## src/b64sc_pkg.sv

```systemverilog
// Shared types, codes and symbol tables for the base64 stream codec.
// No dependencies; every other file of the block imports this package.
package b64sc_pkg;

    // Job queue between the front and back halves.
    localparam int QDEPTH = 2;
    localparam int QPTR_W = (QDEPTH > 1) ? $clog2(QDEPTH) : 1;
    localparam int QCNT_W = $clog2(QDEPTH + 1);

    // One job expands into at most five result beats.
    localparam int BEAT_W = 3;

    localparam logic [7:0] PAD_CHAR = 8'h3D;

    typedef enum logic [1:0] {
        CMD_DATA  = 2'd0,
        CMD_START = 2'd1,
        CMD_END   = 2'd2,
        CMD_NONE  = 2'd3
    } cmd_t;

    typedef enum logic [2:0] {
        KIND_DATA     = 3'd0,
        KIND_START    = 3'd1,
        KIND_END      = 3'd2,
        KIND_BADSYM   = 3'd3,
        KIND_EARLYEND = 3'd4
    } kind_t;

    typedef enum logic [2:0] {
        OP_START,
        OP_END,
        OP_EARLY,
        OP_ENC,
        OP_DEC
    } op_t;

    // A job: what the back half has to emit for one input beat.
    typedef struct packed {
        op_t             op;
        logic [1:0]      cnt;       // bytes held in an encode group
        logic            with_end;  // encode group is followed by an end marker
        logic [3:0][7:0] grp;       // group bytes, slot 0 first
    } job_t;

    typedef struct packed {
        logic       valid;
        logic [5:0] value;
    } sym_t;

    // Maps a 6-bit value to its alphabet character.
    function automatic logic [7:0] enc_char(input logic [5:0] idx);
        logic [7:0] c;
        c = 8'h2F;
        case (idx) inside
            [6'd0:6'd25]:  c = 8'h41 + {2'b00, idx};
            [6'd26:6'd51]: c = 8'h61 + {2'b00, idx} - 8'd26;
            [6'd52:6'd61]: c = 8'h30 + {2'b00, idx} - 8'd52;
            6'd62:         c = 8'h2B;
            default:       c = 8'h2F;
        endcase
        return c;
    endfunction

    // Maps an alphabet character back to its 6-bit value.
    function automatic sym_t sym_val(input logic [7:0] c);
        sym_t s;
        s = '0;
        case (c) inside
            [8'h41:8'h5A]: s = '{valid: 1'b1, value: 6'(c - 8'h41)};
            [8'h61:8'h7A]: s = '{valid: 1'b1, value: 6'(c - 8'h61 + 8'd26)};
            [8'h30:8'h39]: s = '{valid: 1'b1, value: 6'(c - 8'h30 + 8'd52)};
            8'h2B:         s = '{valid: 1'b1, value: 6'd62};
            8'h2F:         s = '{valid: 1'b1, value: 6'd63};
            default:       s = '0;
        endcase
        return s;
    endfunction

endpackage

```

## src/b64sc_front.sv

```systemverilog
// Front half of the base64 codec: accepts input beats, gathers groups and
// pushes one job per completed group or marker. Depends on b64sc_pkg.
module b64sc_front
    import b64sc_pkg::*;
(
    input  logic       aclk,
    input  logic       aresetn,
    input  logic       s_valid,
    output logic       s_ready,
    input  logic [1:0] s_command,
    input  logic [7:0] s_data_byte,
    input  logic       cfg_valid,
    output logic       cfg_ready,
    input  logic       cfg_encode_mode,
    output logic       push_valid,
    output job_t       push_job,
    input  logic       q_full
);

    logic            mode_reg, mode_next;
    logic [1:0]      count_reg, count_next;
    logic [3:0][7:0] grp_reg, grp_next;
    logic [3:0][7:0] grp_ins;
    logic            accept;

    // Register writes take priority; the port never holds them off.
    assign cfg_ready = 1'b1;
    assign s_ready   = !q_full && !cfg_valid;
    assign accept    = s_valid && s_ready;

    // Group contents with the incoming byte placed in its slot.
    always_comb begin
        grp_ins            = grp_reg;
        grp_ins[count_reg] = s_data_byte;
    end

    // Group bookkeeping and job formation.
    always_comb begin
        mode_next  = mode_reg;
        count_next = count_reg;
        grp_next   = grp_reg;
        push_valid = 1'b0;
        push_job   = '{op: OP_START, cnt: 2'd0, with_end: 1'b0, grp: grp_ins};
        if (cfg_valid) begin
            mode_next  = cfg_encode_mode;
            count_next = 2'd0;
        end else if (accept) begin
            case (cmd_t'(s_command))
                CMD_DATA: begin
                    grp_next = grp_ins;
                    if (mode_reg && count_reg == 2'd2) begin
                        push_valid   = 1'b1;
                        push_job.op  = OP_ENC;
                        push_job.cnt = 2'd3;
                        count_next   = 2'd0;
                    end else if (!mode_reg && count_reg == 2'd3) begin
                        push_valid  = 1'b1;
                        push_job.op = OP_DEC;
                        count_next  = 2'd0;
                    end else begin
                        count_next = count_reg + 2'd1;
                    end
                end
                CMD_START: begin
                    push_valid  = 1'b1;
                    push_job.op = OP_START;
                    count_next  = 2'd0;
                end
                CMD_END: begin
                    push_valid   = 1'b1;
                    push_job.grp = grp_reg;
                    count_next   = 2'd0;
                    if (mode_reg) begin
                        push_job.op       = OP_ENC;
                        push_job.cnt      = count_reg;
                        push_job.with_end = 1'b1;
                    end else if (count_reg != 2'd0) begin
                        push_job.op = OP_EARLY;
                    end else begin
                        push_job.op = OP_END;
                    end
                end
                default: begin
                end
            endcase
        end
    end

    // Control state.
    always_ff @(posedge aclk) begin
        if (!aresetn) begin
            mode_reg  <= 1'b1;
            count_reg <= 2'd0;
        end else begin
            mode_reg  <= mode_next;
            count_reg <= count_next;
        end
    end

    // Group bytes need no reset; only written slots are ever read.
    always_ff @(posedge aclk) begin
        grp_reg <= grp_next;
    end

endmodule

```

## src/b64sc_queue.sv

```systemverilog
// Short job queue that decouples the front and back halves of the codec.
// Depends on b64sc_pkg for the job type and depth.
module b64sc_queue
    import b64sc_pkg::*;
(
    input  logic aclk,
    input  logic aresetn,
    input  logic push_valid,
    input  job_t push_job,
    output logic q_full,
    input  logic pop,
    output logic q_valid,
    output job_t q_job
);

    job_t              mem_reg [QDEPTH];
    logic [QPTR_W-1:0] wr_ptr_reg, wr_ptr_next;
    logic [QPTR_W-1:0] rd_ptr_reg, rd_ptr_next;
    logic [QCNT_W-1:0] count_reg, count_next;
    logic              do_push, do_pop;

    assign q_full  = count_reg == QCNT_W'(QDEPTH);
    assign q_valid = count_reg != '0;
    assign q_job   = mem_reg[rd_ptr_reg];
    assign do_push = push_valid && !q_full;
    assign do_pop  = pop && q_valid;

    // Pointer and occupancy update.
    always_comb begin
        wr_ptr_next = wr_ptr_reg;
        rd_ptr_next = rd_ptr_reg;
        count_next  = count_reg;
        if (do_push) begin
            wr_ptr_next = (wr_ptr_reg == QPTR_W'(QDEPTH - 1)) ? '0 : wr_ptr_reg + QPTR_W'(1);
        end
        if (do_pop) begin
            rd_ptr_next = (rd_ptr_reg == QPTR_W'(QDEPTH - 1)) ? '0 : rd_ptr_reg + QPTR_W'(1);
        end
        if (do_push && !do_pop) begin
            count_next = count_reg + QCNT_W'(1);
        end else if (do_pop && !do_push) begin
            count_next = count_reg - QCNT_W'(1);
        end
    end

    always_ff @(posedge aclk) begin
        if (!aresetn) begin
            wr_ptr_reg <= '0;
            rd_ptr_reg <= '0;
            count_reg  <= '0;
        end else begin
            wr_ptr_reg <= wr_ptr_next;
            rd_ptr_reg <= rd_ptr_next;
            count_reg  <= count_next;
        end
    end

    // Job storage.
    always_ff @(posedge aclk) begin
        if (do_push) begin
            mem_reg[wr_ptr_reg] <= push_job;
        end
    end

endmodule

```

## src/b64sc_back.sv

```systemverilog
// Back half of the base64 codec (needs b64sc_pkg): turns the queue-head job into
// result beats through an output register, one per cycle unless m_ready stalls.
module b64sc_back
    import b64sc_pkg::*;
(
    input  logic       aclk,
    input  logic       aresetn,
    input  logic       q_valid,
    input  job_t       q_job,
    output logic       pop,
    output logic       m_valid,
    input  logic       m_ready,
    output logic [2:0] m_kind,
    output logic [7:0] m_out_byte,
    output logic       m_last
);

    logic [BEAT_W-1:0] idx_reg, idx_next;
    logic              m_valid_reg, m_valid_next;
    kind_t             m_kind_reg;
    logic [7:0]        m_out_byte_reg;
    logic              m_last_reg;

    logic [BEAT_W-1:0] n_beats;
    logic              beat_last, adv;
    kind_t             beat_kind;
    logic [7:0]        beat_byte;

    logic [7:0]        b0, b1, b2;
    logic [7:0]        c0, c1, c2, c3;
    logic [BEAT_W-1:0] enc_base;
    sym_t              s0, s1, s2, s3;
    logic              pad2, pad3, bad;
    logic [7:0]        d0, d1, d2;

    // Encode: split the group into four 6-bit indexes; missing bytes are zero.
    always_comb begin
        b0       = q_job.grp[0];
        b1       = (q_job.cnt > 2'd1) ? q_job.grp[1] : 8'd0;
        b2       = (q_job.cnt > 2'd2) ? q_job.grp[2] : 8'd0;
        c0       = enc_char(b0[7:2]);
        c1       = enc_char({b0[1:0], b1[7:4]});
        c2       = (q_job.cnt > 2'd1) ? enc_char({b1[3:0], b2[7:6]}) : PAD_CHAR;
        c3       = (q_job.cnt > 2'd2) ? enc_char(b2[5:0]) : PAD_CHAR;
        enc_base = (q_job.cnt != 2'd0) ? BEAT_W'(4) : BEAT_W'(0);
    end

    // Decode: look up the four symbols and check the padding pattern.
    always_comb begin
        s0   = sym_val(q_job.grp[0]);
        s1   = sym_val(q_job.grp[1]);
        s2   = sym_val(q_job.grp[2]);
        s3   = sym_val(q_job.grp[3]);
        pad2 = q_job.grp[2] == PAD_CHAR;
        pad3 = q_job.grp[3] == PAD_CHAR;
        bad  = (pad2 && !pad3) || !s0.valid || !s1.valid
            || (!pad2 && !s2.valid) || (!pad3 && !s3.valid);
        d0   = {s0.value, s1.value[5:4]};
        d1   = {s1.value[3:0], s2.value[5:2]};
        d2   = {s2.value[1:0], s3.value};
    end

    // Beat count and content for the current position within the job.
    always_comb begin
        n_beats   = BEAT_W'(1);
        beat_kind = KIND_DATA;
        beat_byte = 8'd0;
        case (q_job.op)
            OP_START: beat_kind = KIND_START;
            OP_END:   beat_kind = KIND_END;
            OP_EARLY: beat_kind = KIND_EARLYEND;
            OP_ENC: begin
                n_beats = enc_base + BEAT_W'(q_job.with_end);
                if (idx_reg < enc_base) begin
                    case (idx_reg[1:0])
                        2'd0:    beat_byte = c0;
                        2'd1:    beat_byte = c1;
                        2'd2:    beat_byte = c2;
                        default: beat_byte = c3;
                    endcase
                end else begin
                    beat_kind = KIND_END;
                end
            end
            OP_DEC: begin
                if (bad) begin
                    beat_kind = KIND_BADSYM;
                end else begin
                    n_beats = pad2 ? BEAT_W'(1) : (pad3 ? BEAT_W'(2) : BEAT_W'(3));
                    case (idx_reg[1:0])
                        2'd0:    beat_byte = d0;
                        2'd1:    beat_byte = d1;
                        default: beat_byte = d2;
                    endcase
                end
            end
            default: begin
            end
        endcase
    end

    // One beat moves into the output register whenever it is free or drains.
    always_comb begin
        adv          = q_valid && (!m_valid_reg || m_ready);
        beat_last    = idx_reg == n_beats - BEAT_W'(1);
        pop          = adv && beat_last;
        idx_next     = idx_reg;
        m_valid_next = m_valid_reg;
        if (adv) begin
            idx_next     = beat_last ? '0 : idx_reg + BEAT_W'(1);
            m_valid_next = 1'b1;
        end else if (m_ready) begin
            m_valid_next = 1'b0;
        end
    end

    always_ff @(posedge aclk) begin
        if (!aresetn) begin
            idx_reg     <= '0;
            m_valid_reg <= 1'b0;
        end else begin
            idx_reg     <= idx_next;
            m_valid_reg <= m_valid_next;
        end
    end

    // Output payload holds while the beat waits.
    always_ff @(posedge aclk) begin
        if (adv) begin
            m_kind_reg     <= beat_kind;
            m_out_byte_reg <= beat_byte;
            m_last_reg     <= beat_last;
        end
    end

    assign m_valid    = m_valid_reg;
    assign m_kind     = m_kind_reg;
    assign m_out_byte = m_out_byte_reg;
    assign m_last     = m_last_reg;

    // The beat position never runs past the job's beat count.
    a_idx_in_range: assert property (@(posedge aclk) disable iff (!aresetn)
        q_valid |-> idx_reg < n_beats)
        else $error("beat index beyond job length");

    // A beat that is not the last keeps the job and steps the position by one.
    a_idx_steps: assert property (@(posedge aclk) disable iff (!aresetn)
        adv && !beat_last |=> q_valid && idx_reg == $past(idx_reg) + BEAT_W'(1))
        else $error("job lost or position skipped");

    // Start, end and early-end marker jobs always come as a single beat.
    a_marker_single: assert property (@(posedge aclk) disable iff (!aresetn)
        adv && (q_job.op == OP_START || q_job.op == OP_END || q_job.op == OP_EARLY)
        |-> beat_last && idx_reg == '0)
        else $error("marker job spans more than one beat");

endmodule

```

## src/base64_stream_codec_core.sv

```systemverilog
// Base64 stream codec top level: input front half, job queue, output back half.
// Depends on b64sc_pkg, b64sc_front, b64sc_queue and b64sc_back.
//
// The core takes one input beat per cycle while its two-entry job queue has
// room and no mode write is pending, and delivers one result beat per cycle
// through a registered output while m_ready allows. A completed group or a
// marker becomes one job of one to five result beats, so the sustained input
// rate is set by the output port: an encode group of three bytes gives four
// result beats, a decode group of four characters at most three. Writes to
// the mode register are taken at any time and clear the current group; they
// are meant for idle periods.
module base64_stream_codec_core
    import b64sc_pkg::*;
(
    input  logic       aclk,
    input  logic       aresetn,
    input  logic       s_valid,
    output logic       s_ready,
    input  logic [1:0] s_command,
    input  logic [7:0] s_data_byte,
    output logic       m_valid,
    input  logic       m_ready,
    output logic [2:0] m_kind,
    output logic [7:0] m_out_byte,
    output logic       m_last,
    input  logic       cfg_valid,
    output logic       cfg_ready,
    input  logic       cfg_encode_mode
);

    logic push_valid;
    job_t push_job;
    logic q_full;
    logic q_valid;
    job_t q_job;
    logic pop;

    // Group gathering and job formation.
    b64sc_front u_front (
        .aclk            (aclk),
        .aresetn         (aresetn),
        .s_valid         (s_valid),
        .s_ready         (s_ready),
        .s_command       (s_command),
        .s_data_byte     (s_data_byte),
        .cfg_valid       (cfg_valid),
        .cfg_ready       (cfg_ready),
        .cfg_encode_mode (cfg_encode_mode),
        .push_valid      (push_valid),
        .push_job        (push_job),
        .q_full          (q_full)
    );

    // Job queue.
    b64sc_queue u_queue (
        .aclk       (aclk),
        .aresetn    (aresetn),
        .push_valid (push_valid),
        .push_job   (push_job),
        .q_full     (q_full),
        .pop        (pop),
        .q_valid    (q_valid),
        .q_job      (q_job)
    );

    // Result beat generation.
    b64sc_back u_back (
        .aclk       (aclk),
        .aresetn    (aresetn),
        .q_valid    (q_valid),
        .q_job      (q_job),
        .pop        (pop),
        .m_valid    (m_valid),
        .m_ready    (m_ready),
        .m_kind     (m_kind),
        .m_out_byte (m_out_byte),
        .m_last     (m_last)
    );

endmodule

```

## config.mk

```make
export PLATFORM = sky130hd
export DESIGN_NAME = base64_stream_codec_core
export DESIGN_NICKNAME = d
export VERILOG_FILES = /design/src/b64sc_pkg.sv /design/src/b64sc_front.sv /design/src/b64sc_queue.sv /design/src/b64sc_back.sv /design/src/base64_stream_codec_core.sv
export SDC_FILE = /design/constraint.sdc
export NUM_CORES = 1
export LEC_CHECK = 0
export ABC_AREA = 1
export BUFFER_PORTS_ARGS = -buffer_cell sky130_fd_sc_hd__buf_2
export CORE_AREA = 2 2 136 138
export CTS_BUF_LIST = sky130_fd_sc_hd__clkbuf_4
export DETAILED_ROUTE_END_ITERATION = 7
export DIE_AREA = 0 0 138 140
export PLACE_DENSITY = 0.82
export SLEW_MARGIN = 20
export SYNTH_ARGS = -nofsm -noshare
export SYNTH_HDL_FRONTEND = slang
export SYNTH_SLANG_ARGS = --single-unit
export TNS_END_PERCENT = 10
```

## constraint.sdc

```tcl
create_clock -name aclk -period 5.2 [get_ports aclk]
set_input_delay 0.78 -clock aclk [delete_from_list [all_inputs] [get_ports aclk]]
set_output_delay 0.78 -clock aclk [all_outputs]
set_load 0.1 [all_outputs]
```

=== Yosys cells after proc, flatten, opt, wreduce, memory -nomap -nowiden ===
Memories as Yosys holds them, arrays and structs flattened. A register that Yosys moved wholly into a read port is not among the register bits.
Index checks and enable logic that the tools add are counted.

* Memories: 1
* Input port bits: 16
* ROM bits: 0
* Bits in registers: 55
* Output and inout port bits: 15
* RAM bits: 76
* Bits in latches: 0

* Add/sub/neg operators: 48
* Magnitude comparators: 53
* Muxes and demuxes: 86
* Reductions and logical operators: 68
* Multiply operators: 0
* Divide/modulo/power cells: 0
* Shift-type cells: 0
* Bitwise gates (word level): 2
* Eq/ne operators: 26

{| class="wikitable"
|+ Memory list
! memory !! depth !! width !! rd ports !! clocked after memory_dff !! wr ports !! RTL line !! RTL
|-
| u_queue.mem_reg || 2 || 38 || 1 || 1 || 1 || b64sc_queue.sv:16 || <nowiki>job_t mem_reg [QDEPTH];</nowiki>
|}

{| class="wikitable"
|+ Operators by type and width
! cell !! number
|-
| $mux W8 || 19
|-
| $mux W7 || 20
|-
| $eq A8 B6 Y1 const B || 10
|-
| $mux W38 || 2
|-
| $add A7 B6 Y8 const A || 8
|-
| $ge A8 B7 Y1 const B || 8
|-
| $le A8 B7 Y1 const B || 8
|-
| $le A6 B6 Y1 const B || 8
|-
| $sub A6 B6 Y6 const B || 8
|-
| $logic_and A1 B1 Y1 || 38
|-
| $mux W3 || 11
|-
| $mux W33 || 1
|-
| $bwmux W32 || 1
|-
| $ge A8 B6 Y1 const B || 4
|-
| $le A8 B6 Y1 const B || 4
|-
| $pmux W8 S2 || 2
|-
| $sub A8 B5 Y8 const B || 4
|-
| $sub A8 B6 Y8 const B || 4
|-
| $add A6 B6 Y7 const A || 4
|-
| $add A6 B5 Y6 const B || 4
|-
| $add A6 B6 Y6 const B || 4
|-
| $eq A6 B6 Y1 const B || 4
|-
| $ge A6 B1 Y1 const B || 4
|-
| $ge A6 B5 Y1 const B || 4
|-
| 37 further kinds || 99
|}

=== Logic depth before layout (Yosys ltp) ===
Gate-level depths: netlist of run 1.

* Depth in word-level cells: 20
* Gate-level depth with buffers: 29
* Mapped depth without buffers: 28

=== Hierarchy ===
From an unflattened synthesis of run 1, not the netlist that was laid out.

* Cells, all modules: 1386
* Area total of the unflattened synthesis: 11033.1 um^2

{| class="wikitable"
|+ By module, submodules not included
! module !! instances !! cells each !! area an instance (um^2) !! sequential area each (um^2)
|-
| b64sc_back || 1 || 933 || 5639.2 || 440.4
|-
| b64sc_queue || 1 || 155 || 3069.2 || 2382.3
|-
| b64sc_front || 1 || 298 || 2324.7 || 1021.0
|}

=== Least setup slack after synthesis of run 1 ===
OpenSTA, ideal clock, no wires.

* Path type: input-to-reg
* From: input cfg_valid
* To: memory u_queue.mem_reg[1][0] in the netlist's numbering, enable pin
* Stages on the path: 7
* Setup slack: -180 ps
* Buffers on the path: 0
* Library setup time: 435 ps
* Arrival: 4945 ps
* Required time: 4765 ps
* Cell sequence: a21oi_1 nand2_1 nor2_1 inv_1 nor2_1 inv_1 nor2_1

* Word-level cells in the longest chain between the ends: 8

{| class="wikitable"
|+ RTL lines
! item !! RTL line !! RTL
|-
| start, declared || base64_stream_codec_core.sv:26 || <nowiki>input logic cfg_valid,</nowiki>
|-
| $logic_not A1 Y1 || b64sc_front.sv:28 || <nowiki>assign s_ready = !q_full && !cfg_valid;</nowiki>
|-
| $logic_and A1 B1 Y1 || b64sc_front.sv:28 ||
|-
| $logic_and A1 B1 Y1 || b64sc_front.sv:29 || <nowiki>assign accept = s_valid && s_ready;</nowiki>
|-
| $mux W1 || b64sc_front.sv:47 || <nowiki>end else if (accept) begin</nowiki>
|-
| $mux W1 (*) || b64sc_front.sv:44 || <nowiki>if (cfg_valid) begin</nowiki>
|-
| $logic_and A1 B1 Y1 (*) || b64sc_queue.sv:25 || <nowiki>assign do_push = push_valid && !q_full;</nowiki>
|-
| net u_queue.do_push || b64sc_queue.sv:20 || <nowiki>logic do_push, do_pop;</nowiki>
|-
| $mux W1 (*) || b64sc_queue.sv:60 || <nowiki>if (do_push) begin</nowiki>
|-
| $mux W1 (implied by the code) (*) || b64sc_queue.sv:61 || <nowiki>mem_reg[wr_ptr_reg] <= push_job;</nowiki>
|-
| end, declared || b64sc_queue.sv:16 ||
|}

Mark *: on every way through the listed nets, which the timed path passes. The rest lies on a longest branch.

==> out/metrics.csv, run 1 <==
stage,metric,value,unit
die,row cnt,49,
detailed_routing,vias per cell,5.775,
cts,"Clk Latency, worst-skew pair",0.55,ns
timing,RSZ-0062 raised after global routing,false,
cts,CTS root buf,clkbuf_4,
timing,period utilization,91.52,%
worst_setup_path,cells on worst reg2reg path,22,
cts,CTS buffer count,17,
detailed_routing,final WL,29.85,mm
logic_synthesis,area share of the largest cell type after synthesis,31.25,%
placed_design,Placed Instances,1784,
logic_synthesis,sequential share of the synthesized area,33.34,%
logic_synthesis,largest area contributor in the netlist,edfxtp_1,
worst_setup_path,CP Launch Type,register,
logic_synthesis,post-synth cell types,56,
cells_and_area,Finished Layout Cells,1819,
worst_setup_path,CP endpoint kind,register,
run_status,run status,completed,
timing,Final Hold Fails,0,
global_routing,first-pass GRT wire length,48.41,mm
timing,clock skew,0.03135,ns
die,Chip Height,140,µm
timing,Max Slew Vio Count,0,
logic_synthesis,Syn Nets,1664,
global_routing,initial antenna violation count,1,
global_routing,number of global-route vias before repair,9647,
detailed_routing,vias,10510,
cells_and_area,"commonest cells after routing, fill and taps aside","372 x nand2_1, 201 x inv_1, 134 x o21ai_0, 120 x edfxtp_1, 115 x nor2_1",
worst_setup_path,Worst R2R End,u_queue.count_reg[1]$_SDFFE_PN0P_,
worst_setup_path,R2R Setup Slk,0.44,ns
worst_setup_path,Worst Path Max Fanout,55,
placed_design,Area after DPL,0.01181,mm²
power,Pleak,0.005476,µW
worst_hold_path,Worst Hold Path Cells,3,
cts,Bufs on Longest Clock Path,2,
cells_and_area,"most common cell after layout, fill and taps aside",nand2_1,
placed_design,PortBufs,29,
cts,setup bufs post-CTS,0,
logic_synthesis,Yosys warnings,0,
die,initial core utilization,64.85,%
detailed_routing,wire length per cell,16.41,µm
worst_setup_path,cells along the critical path,buf_6 > nand2_2 > nand2_2 > inv_1 > ha_1 > inv_1 > a21oi_1 > o211ai_1 > nand2_1 > nand3_2 > nand3_2 > nor4_4 > nand2_1 > ha_1 > xnor2_1 > a21oi_2 > nand3_4 > ha_1 > a21oi_1 > o21ai_0 > o21ai_0 > a21oi_1,
logic_synthesis,"EDFF count, synth",120,
worst_setup_path,WS Path Type,register to register,
worst_setup_path,WP data arrival,5.21,ns
die,DIE AREA,0.01932,mm²
timing,Worst Max-Slew Pin Slew,1.066,ns
cells_and_area,Post-layout nets,1685,
worst_setup_path,Critical Path Max Stage Delay,0.43,ns
timing,Tmin final,4.759,ns
worst_hold_path,hold crit path type,input pin to register,
logic_synthesis,Mapped Cells,1555,
timing,fmax,0.2101,GHz
detailed_routing,Starting DRT DRC Count,1077,
detailed_routing,first-pass detailed-route iteration total,5,
die,Core Region,0.01778,mm²
timing,final setup vio count,0,
die,Die Wd,138,µm
cts,H-tree depth,4,
logic_synthesis,"FF+latch count, synth",132,
logic_synthesis,Mean Syn Cell Area,7.415,µm²
global_routing,gr ovfl total,0,
cts,CTS tree,yes,
cts,hold_buf cts,0,
worst_setup_path,Worst EP required,5.65,ns
worst_setup_path,"Slowest-stage cell, CP",buf_6,
power,peak supply drop,0.0004400,V
timing,Setup Total Neg Slack,0,ns
cells_and_area,final instance area,0.01213,mm²
cells_and_area,number of fill cells,1522,
cells_and_area,max FFs per register,76,
worst_setup_path,crit path to,u_queue.count_reg[1]$_SDFFE_PN0P_,
timing,Slew headroom,28.93,%
cts,Clock Pin Slew Worst Setup and Hold Paths,0.13,ns
global_routing,largest net degree at the start of global routing,66,
power,pwr dens,480.9,mW/mm²
power,overall power,5832,µW
placed_design,GPL Wtd Cong,0.9837,
die,IO Count,31,
job,maxcap violations,0,
detailed_routing,Final ANT Viol Nets,0,
cts,CTS sink count,132,
logic_synthesis,Synth Cell Area,0.01153,mm²
logic_synthesis,Most used DFF post-synth,edfxtp_1,
logic_synthesis,Area contributors post-synth,"edfxtp_1 31%, nand2_1 12%, ha_1 10%",
cts,post-CTS sizing,0,
cells_and_area,Final Util,68.21,%
cells_and_area,layout cells sized above 1,11.96,%
logic_synthesis,fraction of registers with async set/reset,0,%
cells_and_area,Area Overhead vs Synth,5.187,%
detailed_routing,drc violations,0,
global_routing,GR Util All Layers,30.84,%
placed_design,half-perimeter wire length after placement,22.86,mm
cell usage after synthesis (all sizes together) (4+ instances only):
library cell	number
nand2	430
inv	217
o21ai	157
nor2	134
edfxtp	120
nand3	107
ha	93
a21oi	83
xor2	35
o211ai	32
nor3	29
clkbuf	18
buf	17
nand4	14
dfxtp	12
xnor2	10
a31oi	9
o311ai	5
o31ai	5
or2	4
critical path, delay by kind of cell (launching register included):
kind                       cells  cell delay (ns)
xor gates and xnor gates       1             0.14
buffers and inverters          3             0.72
and+or+nand+nor                8             1.51
AOI/OAI and AO/OA              7             0.96
adders and majority gates      3             0.91
DFF                            1             0.38
cells by family after synthesis:
logic type / Yosys count / share of synthesized area [%]
AOI/OAI and AO/OA: 307 / 15.46
xor gates and xnor gates: 45 / 3.418
adders and majority gates: 93 / 10.09
buffers and inverters: 253 / 9.007
DFF: 132 / 33.34
muxes: 1 / 0.08682
other: 1 / 0.03252
and+or+nand+nor: 723 / 28.56
worst min path at each step:
stage,startpoint,endpoint
2_1_floorplan,u_queue.count_reg[1]$_SDFFE_PN0P_,u_queue.count_reg[1]$_SDFFE_PN0P_
3_3_place_gp,u_queue.count_reg[1]$_SDFFE_PN0P_,u_queue.count_reg[1]$_SDFFE_PN0P_
3_5_place_dp,u_queue.count_reg[1]$_SDFFE_PN0P_,u_queue.count_reg[1]$_SDFFE_PN0P_
4_1_cts,cfg_encode_mode,u_front.mode_reg$_SDFFE_PN1P_
5_1_grt,cfg_encode_mode,u_front.mode_reg$_SDFFE_PN1P_
6_report,cfg_encode_mode,u_front.mode_reg$_SDFFE_PN1P_
layer usage:
| layer | part of all wire, % | vias to the layer above | global-route usage (%) |
|---|---|---|---|
| li1 | - | 5206 | - |
| met1 | 45 | 4820 | 43.16 |
| met2 | 46 | 418 | 49.82 |
| met3 | 6.5 | 61 | 4.068 |
| met4 | 2.7 | 0 | 10.47 |
| met5 | 0 | - | 0 |
where the power goes:
part,internal (µW),total [µW],switching [µW]
logic,1080,3870,2790
clock network,255,665,411
registers,1270,1300,32.5
through the flow:
step / hold slack (ns) / worst slack [ns]
after floorplan: 0.4759 / -0.1584
after global placement: 0.4989 / 0.6119
after detailed placement: 0.5252 / 0.4572
after CTS: 0.4169 / 0.4408
after global routing: 0.4099 / 0.04196
final: 0.4538 / 0.4412
area by class of cell:
cell class	count	area (µm²)	area share (%)
well taps	229	286.5	2.363
inverters	218	823.3	6.788
diodes	1	2.502	0.02063
clock buffers	19	142.6	1.176
flip-flops and latches	132	3845	31.70
repair buffers	37	234.0	1.929
multi-input cells	1170	6670	55.00
clock inverters	13	123.9	1.021
No activity file was read; power rests on OpenSTA's default activity.
==> inputs of run 2 (changes only) <==
--- a/config.mk
+++ b/config.mk
@@ -7,11 +7,11 @@
 export LEC_CHECK = 0
 export ABC_AREA = 1
 export BUFFER_PORTS_ARGS = -buffer_cell sky130_fd_sc_hd__buf_2
-export CORE_AREA = 2 2 136 138
+export CORE_AREA = 2 2 132 134
 export CTS_BUF_LIST = sky130_fd_sc_hd__clkbuf_4
 export DETAILED_ROUTE_END_ITERATION = 7
-export DIE_AREA = 0 0 138 140
-export PLACE_DENSITY = 0.82
+export DIE_AREA = 0 0 134 136
+export PLACE_DENSITY = 0.87
 export SLEW_MARGIN = 20
 export SYNTH_ARGS = -nofsm -noshare
 export SYNTH_HDL_FRONTEND = slang
==> constraint.sdc (replaced) <==
create_clock -name aclk -period 5.8 [get_ports aclk]
set_input_delay 0.87 -clock aclk [delete_from_list [all_inputs] [get_ports aclk]]
set_output_delay 0.87 -clock aclk [all_outputs]
set_load 0.1 [all_outputs]
==> run 2 against run 1 <==
Against the previous run:
- power shrank 9.3%
- clock power is essentially flat
- clock-buffer cell count grew 1
- sequential share of layout area shrank 0.059 points
- die area shrank 5.7%
- largest power group unchanged
- utilization grew 3.8 points
- global-route usage grew 1.9 points
- maximum frequency shrank 2.5%
- combinational power shrank 11%
==> out/metrics.csv, run 2 (synthesis gave the netlist of run 1 again) <==
stage,metric,value,unit,change
detailed_routing,Starting DRT DRC Count,926,,-14%
placed_design,Area after DPL,0.01179,mm²,-0.17%
cts,Clock Pin Slew Worst Setup and Hold Paths,0.11,ns,-0.02 ns
timing,Worst Max-Slew Pin Slew,1.138,ns,+0.07209 ns
cts,CTS sink count,132,,unchanged
cells_and_area,max FFs per register,76,,unchanged
cells_and_area,final instance area,0.01215,mm²,+0.19%
timing,final setup vio count,0,,unchanged
run_status,run status,completed,,
worst_setup_path,WS Path Type,register to register,,
cells_and_area,number of fill cells,1334,,-12%
detailed_routing,final WL,29.65,mm,-0.66%
cts,CTS tree,yes,,
detailed_routing,first-pass detailed-route iteration total,6,,+1
power,pwr dens,435.3,mW/mm²,-9.5%
global_routing,number of global-route vias before repair,9683,,+0.37%
worst_setup_path,WP data arrival,5.31,ns,+0.10 ns
cells_and_area,"most common cell after layout, fill and taps aside",nand2_1,,
detailed_routing,drc violations,0,,unchanged
cts,H-tree depth,4,,unchanged
detailed_routing,vias per cell,5.894,,+2.1%
worst_setup_path,CP Launch Type,register,,
detailed_routing,Final ANT Viol Nets,0,,unchanged
placed_design,pre-CTS WS,1.012,ns,+0.5552 ns
cts,Bufs on Longest Clock Path,2,,unchanged
die,IO Count,31,,unchanged
die,Core Region,0.01688,mm²,-5.1%
timing,RSZ-0062 raised after global routing,false,,
worst_setup_path,Worst Path Max Fanout,46,,-16%
global_routing,largest net degree at the start of global routing,66,,unchanged
cells_and_area,Area Overhead vs Synth,5.383,%,
die,Die Wd,134,µm,-2.9%
cts,"Clk Latency, worst-skew pair",0.54,ns,about the same
timing,period utilization,84.12,%,-7.4 points
timing,Tmin final,4.879,ns,+0.1204 ns
worst_setup_path,Worst EP required,6.23,ns,+0.58 ns
die,DIE AREA,0.01822,mm²,-5.7%
worst_setup_path,CP endpoint kind,register,,
cts,CTS root buf,clkbuf_4,,
die,initial core utilization,68.32,%,+3.5 points
placed_design,half-perimeter wire length after placement,22.58,mm,-1.2%
power,peak supply drop,0.0003823,V,-13%
die,Chip Height,136,µm,-2.9%
timing,Slew headroom,24.12,%,-4.8 points
timing,Final Hold Fails,0,,unchanged
cells_and_area,"commonest cells after routing, fill and taps aside","372 x nand2_1, 201 x inv_1, 134 x o21ai_0, 120 x edfxtp_1, 115 x nor2_1",,
timing,clock skew,0.02354,ns,-0.007807 ns
timing,Setup WS post-layout,0.9208,ns,+0.4796 ns
cts,CTS buffer count,17,,unchanged
global_routing,gr ovfl total,0,,unchanged
cells_and_area,Final Util,72.00,%,+3.8 points
timing,Setup Total Neg Slack,0,ns,unchanged
worst_hold_path,hold crit path type,register to register,,
cts,hold_buf cts,0,,unchanged
placed_design,GPL Wtd Cong,1.004,,+2.0%
timing,fmax,0.2050,GHz,-2.5%
global_routing,initial antenna violation count,1,,unchanged
cells_and_area,Finished Layout Cells,1813,,-0.33%
timing,Max Slew Vio Count,0,,unchanged
placed_design,PortBufs,29,,unchanged
cts,post-CTS sizing,0,,unchanged
cells_and_area,layout cells sized above 1,11.85,%,-0.11 points
global_routing,GR Util All Layers,32.73,%,+1.9 points
job,maxcap violations,0,,unchanged
placed_design,Placed Instances,1778,,-0.34%
cells_and_area,Post-layout nets,1683,,-0.12%
power,Pleak,0.005487,µW,+0.20%
global_routing,first-pass GRT wire length,47.50,mm,-1.9%
die,row cnt,48,,-2.0%
detailed_routing,wire length per cell,16.35,µm,-0.33%
cts,setup bufs post-CTS,0,,unchanged
detailed_routing,vias,10690,,+1.7%
==> run 2: layer usage <==
layer | vias up | wire length [µm] | track usage [%]
li1 | 5221 | - | -
met1 | 4901 | 12950 | 44.18
met2 | 479 | 13660 | 53.33
met3 | 85 | 2043 | 5.145
met4 | 0 | 1000 | 12.41
met5 | - | 0 | 0
==> run 2: stage by stage <==
step,total power [µW],hold WS (ns)
2_1_floorplan,3836,0.4759
3_3_place_gp,4502,0.5179
3_5_place_dp,4553,0.5136
4_1_cts,5221,0.5214
5_1_grt,5690,0.5495
6_report,5290,0.5397
==> run 2: cell type report <==
class / count / area (µm²) / share of cell area [%]
tap: 225 / 281.5 / 2.317
multi-input combinational: 1170 / 6670 / 54.90
clock inverter: 12 / 157.7 / 1.297
timing repair buffer: 35 / 222.7 / 1.833
antenna: 1 / 2.502 / 0.02060
inverter: 218 / 820.8 / 6.755
clock buffer: 20 / 150.1 / 1.236
sequential: 132 / 3845 / 31.64
==> run 2: final timing paths <==
kind / from / endpoint / slack, ns / cells past startpoint
hold / removal: u_queue.count_reg[1]$_SDFFE_PN0P_ / u_queue.count_reg[1]$_SDFFE_PN0P_ / 0.54 / 2
hold reg to reg: u_queue.count_reg[1]$_SDFFE_PN0P_ / u_queue.count_reg[1]$_SDFFE_PN0P_ / 0.54 / 2
setup / recovery: register / u_queue.count_reg[1]$_SDFFE_PN0P_ / 0.92 / 22
setup reg to reg: register / u_queue.count_reg[1]$_SDFFE_PN0P_ / 0.92 / 22
==> run 2: power breakdown <==
| group | switching (µW) | internal (µW) |
|---|---|---|
| combinational | 2500 | 961 |
| clock | 347 | 315 |
| sequential | 28.6 | 1140 |
| total | 2880 | 2410 |
==> run 2: critical path, stage by stage (launching register included) <==
cell and delay (ns):
dfxtp_2 0.34, inv_2 0.53, nand2_1 0.17, nand2_2 0.20, inv_1 0.18, ha_1 0.27, inv_1 0.12, a21oi_1 0.13
o211ai_1 0.17, nand2_1 0.29, nand3_2 0.20, nand3_2 0.12, nor4_4 0.34, nand2_1 0.12, ha_1 0.31, xnor2_1 0.14
a21oi_2 0.21, nand3_4 0.11, ha_1 0.38, a21oi_1 0.11, o21ai_0 0.11, o21ai_0 0.16, a21oi_1 0.05
==> inputs of run 3 (changes only) <==
--- a/config.mk
+++ b/config.mk
@@ -7,11 +7,11 @@
 export LEC_CHECK = 0
 export ABC_AREA = 1
 export BUFFER_PORTS_ARGS = -buffer_cell sky130_fd_sc_hd__buf_2
-export CORE_AREA = 2 2 132 134
+export CORE_AREA = 2 2 136 138
 export CTS_BUF_LIST = sky130_fd_sc_hd__clkbuf_4
 export DETAILED_ROUTE_END_ITERATION = 7
-export DIE_AREA = 0 0 134 136
-export PLACE_DENSITY = 0.87
+export DIE_AREA = 0 0 138 140
+export PLACE_DENSITY = 0.82
 export SLEW_MARGIN = 20
 export SYNTH_ARGS = -nofsm -noshare
 export SYNTH_HDL_FRONTEND = slang
==> constraint.sdc (replaced) <==
create_clock -name aclk -period 5 [get_ports aclk]
set_input_delay 0.75 -clock aclk [delete_from_list [all_inputs] [get_ports aclk]]
set_output_delay 0.75 -clock aclk [all_outputs]
set_load 0.1 [all_outputs]
==> run 3 against run 2 <==
Against the previous run:
- non-clock buffer count increased by 7
- sequential cell count unchanged
- setup slack got worse by 0.39 ns
- highest routed layer unchanged
- clock power up 15%
- wire length down 2.1%
- largest power group unchanged
==> out/metrics.csv, run 3 (synthesis gave the netlist of run 1 again) <==
stage,metric,value,unit,change
cts,H-tree depth,4,,unchanged
timing,clock skew,0.02118,ns,-0.002366 ns
worst_setup_path,Worst EP required,5.44,ns,-0.79 ns
detailed_routing,Starting DRT DRC Count,1038,,+12%
worst_setup_path,WP data arrival,4.91,ns,-0.40 ns
die,Chip Height,140,µm,+2.9%
job,maxcap violations,0,,unchanged
global_routing,GRT busiest layer,met2,,
cts,Bufs on Longest Clock Path,2,,unchanged
placed_design,Area after DPL,0.01187,mm²,+0.66%
cells_and_area,max FFs per register,76,,unchanged
detailed_routing,wire length per cell,15.92,µm,-2.7%
placed_design,GPL Wtd Cong,1.003,,about the same
cells_and_area,Post-layout nets,1690,,+0.42%
detailed_routing,vias,10440,,-2.3%
cells_and_area,Area Overhead vs Synth,5.697,%,
timing,final setup vio count,0,,unchanged
timing,RSZ-0062 raised after global routing,false,,
cells_and_area,register area,0.003845,mm²,unchanged
timing,Max Slew Vio Count,0,,unchanged
timing,Setup WS post-layout,0.5293,ns,-0.3915 ns
cells_and_area,Finished Layout Cells,1824,,+0.61%
timing,Setup Total Neg Slack,0,ns,unchanged
power,pwr dens,503.8,mW/mm²,+16%
cts,"Clk Latency, worst-skew pair",0.56,ns,+0.02 ns
cts,CTS buffer count,17,,unchanged
worst_hold_path,hold crit path type,input pin to register,,
die,DIE AREA,0.01932,mm²,+6.0%
die,IO Count,31,,unchanged
placed_design,pre-CTS WS,0.3464,ns,-0.6660 ns
placed_design,Placed Instances,1790,,+0.67%
global_routing,number of global-route vias before repair,9563,,-1.2%
die,Die Wd,138,µm,+3.0%
detailed_routing,drc violations,0,,unchanged
cells_and_area,area of the multi-input gates,0.006678,mm²,+0.11%
timing,Tmin final,4.471,ns,-0.4085 ns
cells_and_area,"most common cell after layout, fill and taps aside",nand2_1,,
cts,CTS tree,yes,,
worst_setup_path,CP Launch Type,register,,
timing,period utilization,89.41,%,+5.3 points
die,Core Region,0.01778,mm²,+5.4%
global_routing,largest net degree at the start of global routing,66,,unchanged
detailed_routing,Final ANT Viol Nets,0,,unchanged
worst_setup_path,"CP delay by family, top",simple AND/OR/NAND/NOR gates,,
worst_setup_path,Buf/Inv on CP,3,,unchanged
timing,Final Hold Fails,0,,unchanged
worst_setup_path,Critical Path Max Stage Delay,0.40,ns,-0.13 ns
run_status,run status,completed,,
global_routing,GR Util All Layers,29.89,%,-2.8 points
cts,CTS root buf,clkbuf_4,,
timing,Slew headroom,29.33,%,+5.2 points
worst_setup_path,CP dominant cell by count,nand2_1,,
cells_and_area,layout cells sized above 1,12.23,%,+0.39 points
global_routing,first-pass GRT wire length,47.39,mm,-0.23%
worst_setup_path,"Slowest-stage cell, CP",dfxtp_2,,
timing,fmax,0.2237,GHz,+9.1%
detailed_routing,first-pass detailed-route iteration total,6,,unchanged
cts,hold_buf cts,0,,unchanged
worst_setup_path,CP endpoint kind,register,,
placed_design,half-perimeter wire length after placement,22.25,mm,-1.5%
worst_setup_path,Worst Path Max Fanout,55,,+20%
power,peak supply drop,0.0004646,V,+22%
worst_setup_path,WS Path Type,register to register,,
die,row cnt,49,,+2.1%
cts,Clock Pin Slew Worst Setup and Hold Paths,0.14,ns,+0.03 ns
global_routing,initial antenna violation count,1,,unchanged
timing,Worst Max-Slew Pin Slew,1.059,ns,-0.07929 ns
global_routing,GR Util met2,46.87,%,-6.5 points
global_routing,M3 GR Usage,4.684,%,-0.46 points
detailed_routing,vias per cell,5.722,,-2.9%
cells_and_area,"commonest cells after routing, fill and taps aside","372 x nand2_1, 201 x inv_1, 134 x o21ai_0, 120 x edfxtp_1, 115 x nor2_1",,
global_routing,met1 Track Usage GR,41.46,%,-2.7 points
global_routing,gr ovfl total,0,,unchanged
cells_and_area,final instance area,0.01219,mm²,+0.30%
cells_and_area,number of fill cells,1507,,+13%
detailed_routing,final WL,29.04,mm,-2.1%
die,initial core utilization,64.85,%,-3.5 points
placed_design,PortBufs,29,,unchanged
cts,CTS sink count,132,,unchanged
power,Pleak,0.005503,µW,+0.30%
-- run 3: timing repair --
action | 4_1_cts | 5_1_grt
setup buffers | 0 | 1
setup endpoints to repair | 0 | 1
resized for setup | 0 | 2
-- run 3: final cells by class --
cell class | instances | share of cell area, %
multi-input cells | 1170 | 54.79
repair buffers | 42 | 2.094
flip-flops and latches | 132 | 31.55
well taps | 229 | 2.351
clock inverters | 15 | 1.386
clock buffers | 17 | 1.047
inverters | 218 | 6.756
diodes | 1 | 0.02053
-- run 3: metrics by stage --
step	hold slack (ns)	power, µW	util, %
2_1_floorplan	0.4759	4450	-
3_3_place_gp	0.5117	5269	66.76
3_5_place_dp	0.5087	5298	66.76
4_1_cts	0.3678	6071	68.43
5_1_grt	0.4081	6615	68.54
6_report	0.4044	6139	68.54
-- run 3: layer usage --
layer / wire [µm] / up-vias / share of wire (%)
li1: - / 5228 / -
met2: 12880 / 380 / 44
met3: 1626 / 82 / 5.6
met4: 1224 / 0 / 4.2
met5: 0 / - / 0
met1: 13300 / 4747 / 46
-- run 3: tightest hold or removal path, cell delays in order --
cell and delay (ns):
buf_2 0.08, a21oi_1 0.05, o21ai_0 0.06
-- run 3: final timing paths --
kind              cells after the start                             from                           endpoint  slack [ns]
setup reg to reg                     26                         register  u_queue.count_reg[1]$_SDFFE_PN0P_        0.53
hold / removal                        3                  cfg_encode_mode      u_front.mode_reg$_SDFFE_PN1P_        0.40
hold reg to reg                       4  u_queue.rd_ptr_reg$_SDFFE_PN0P_    u_queue.rd_ptr_reg$_SDFFE_PN0P_        0.55
setup / recovery                     26                         register  u_queue.count_reg[1]$_SDFFE_PN0P_        0.53
-- run 3: report_power, final --
part           internal [µW]  total, µW  leakage, µW  switching, µW
registers               1320       1350      0.00120           34.4
clock network            310        764     0.000148            454
logic                   1140       4020      0.00416           2880
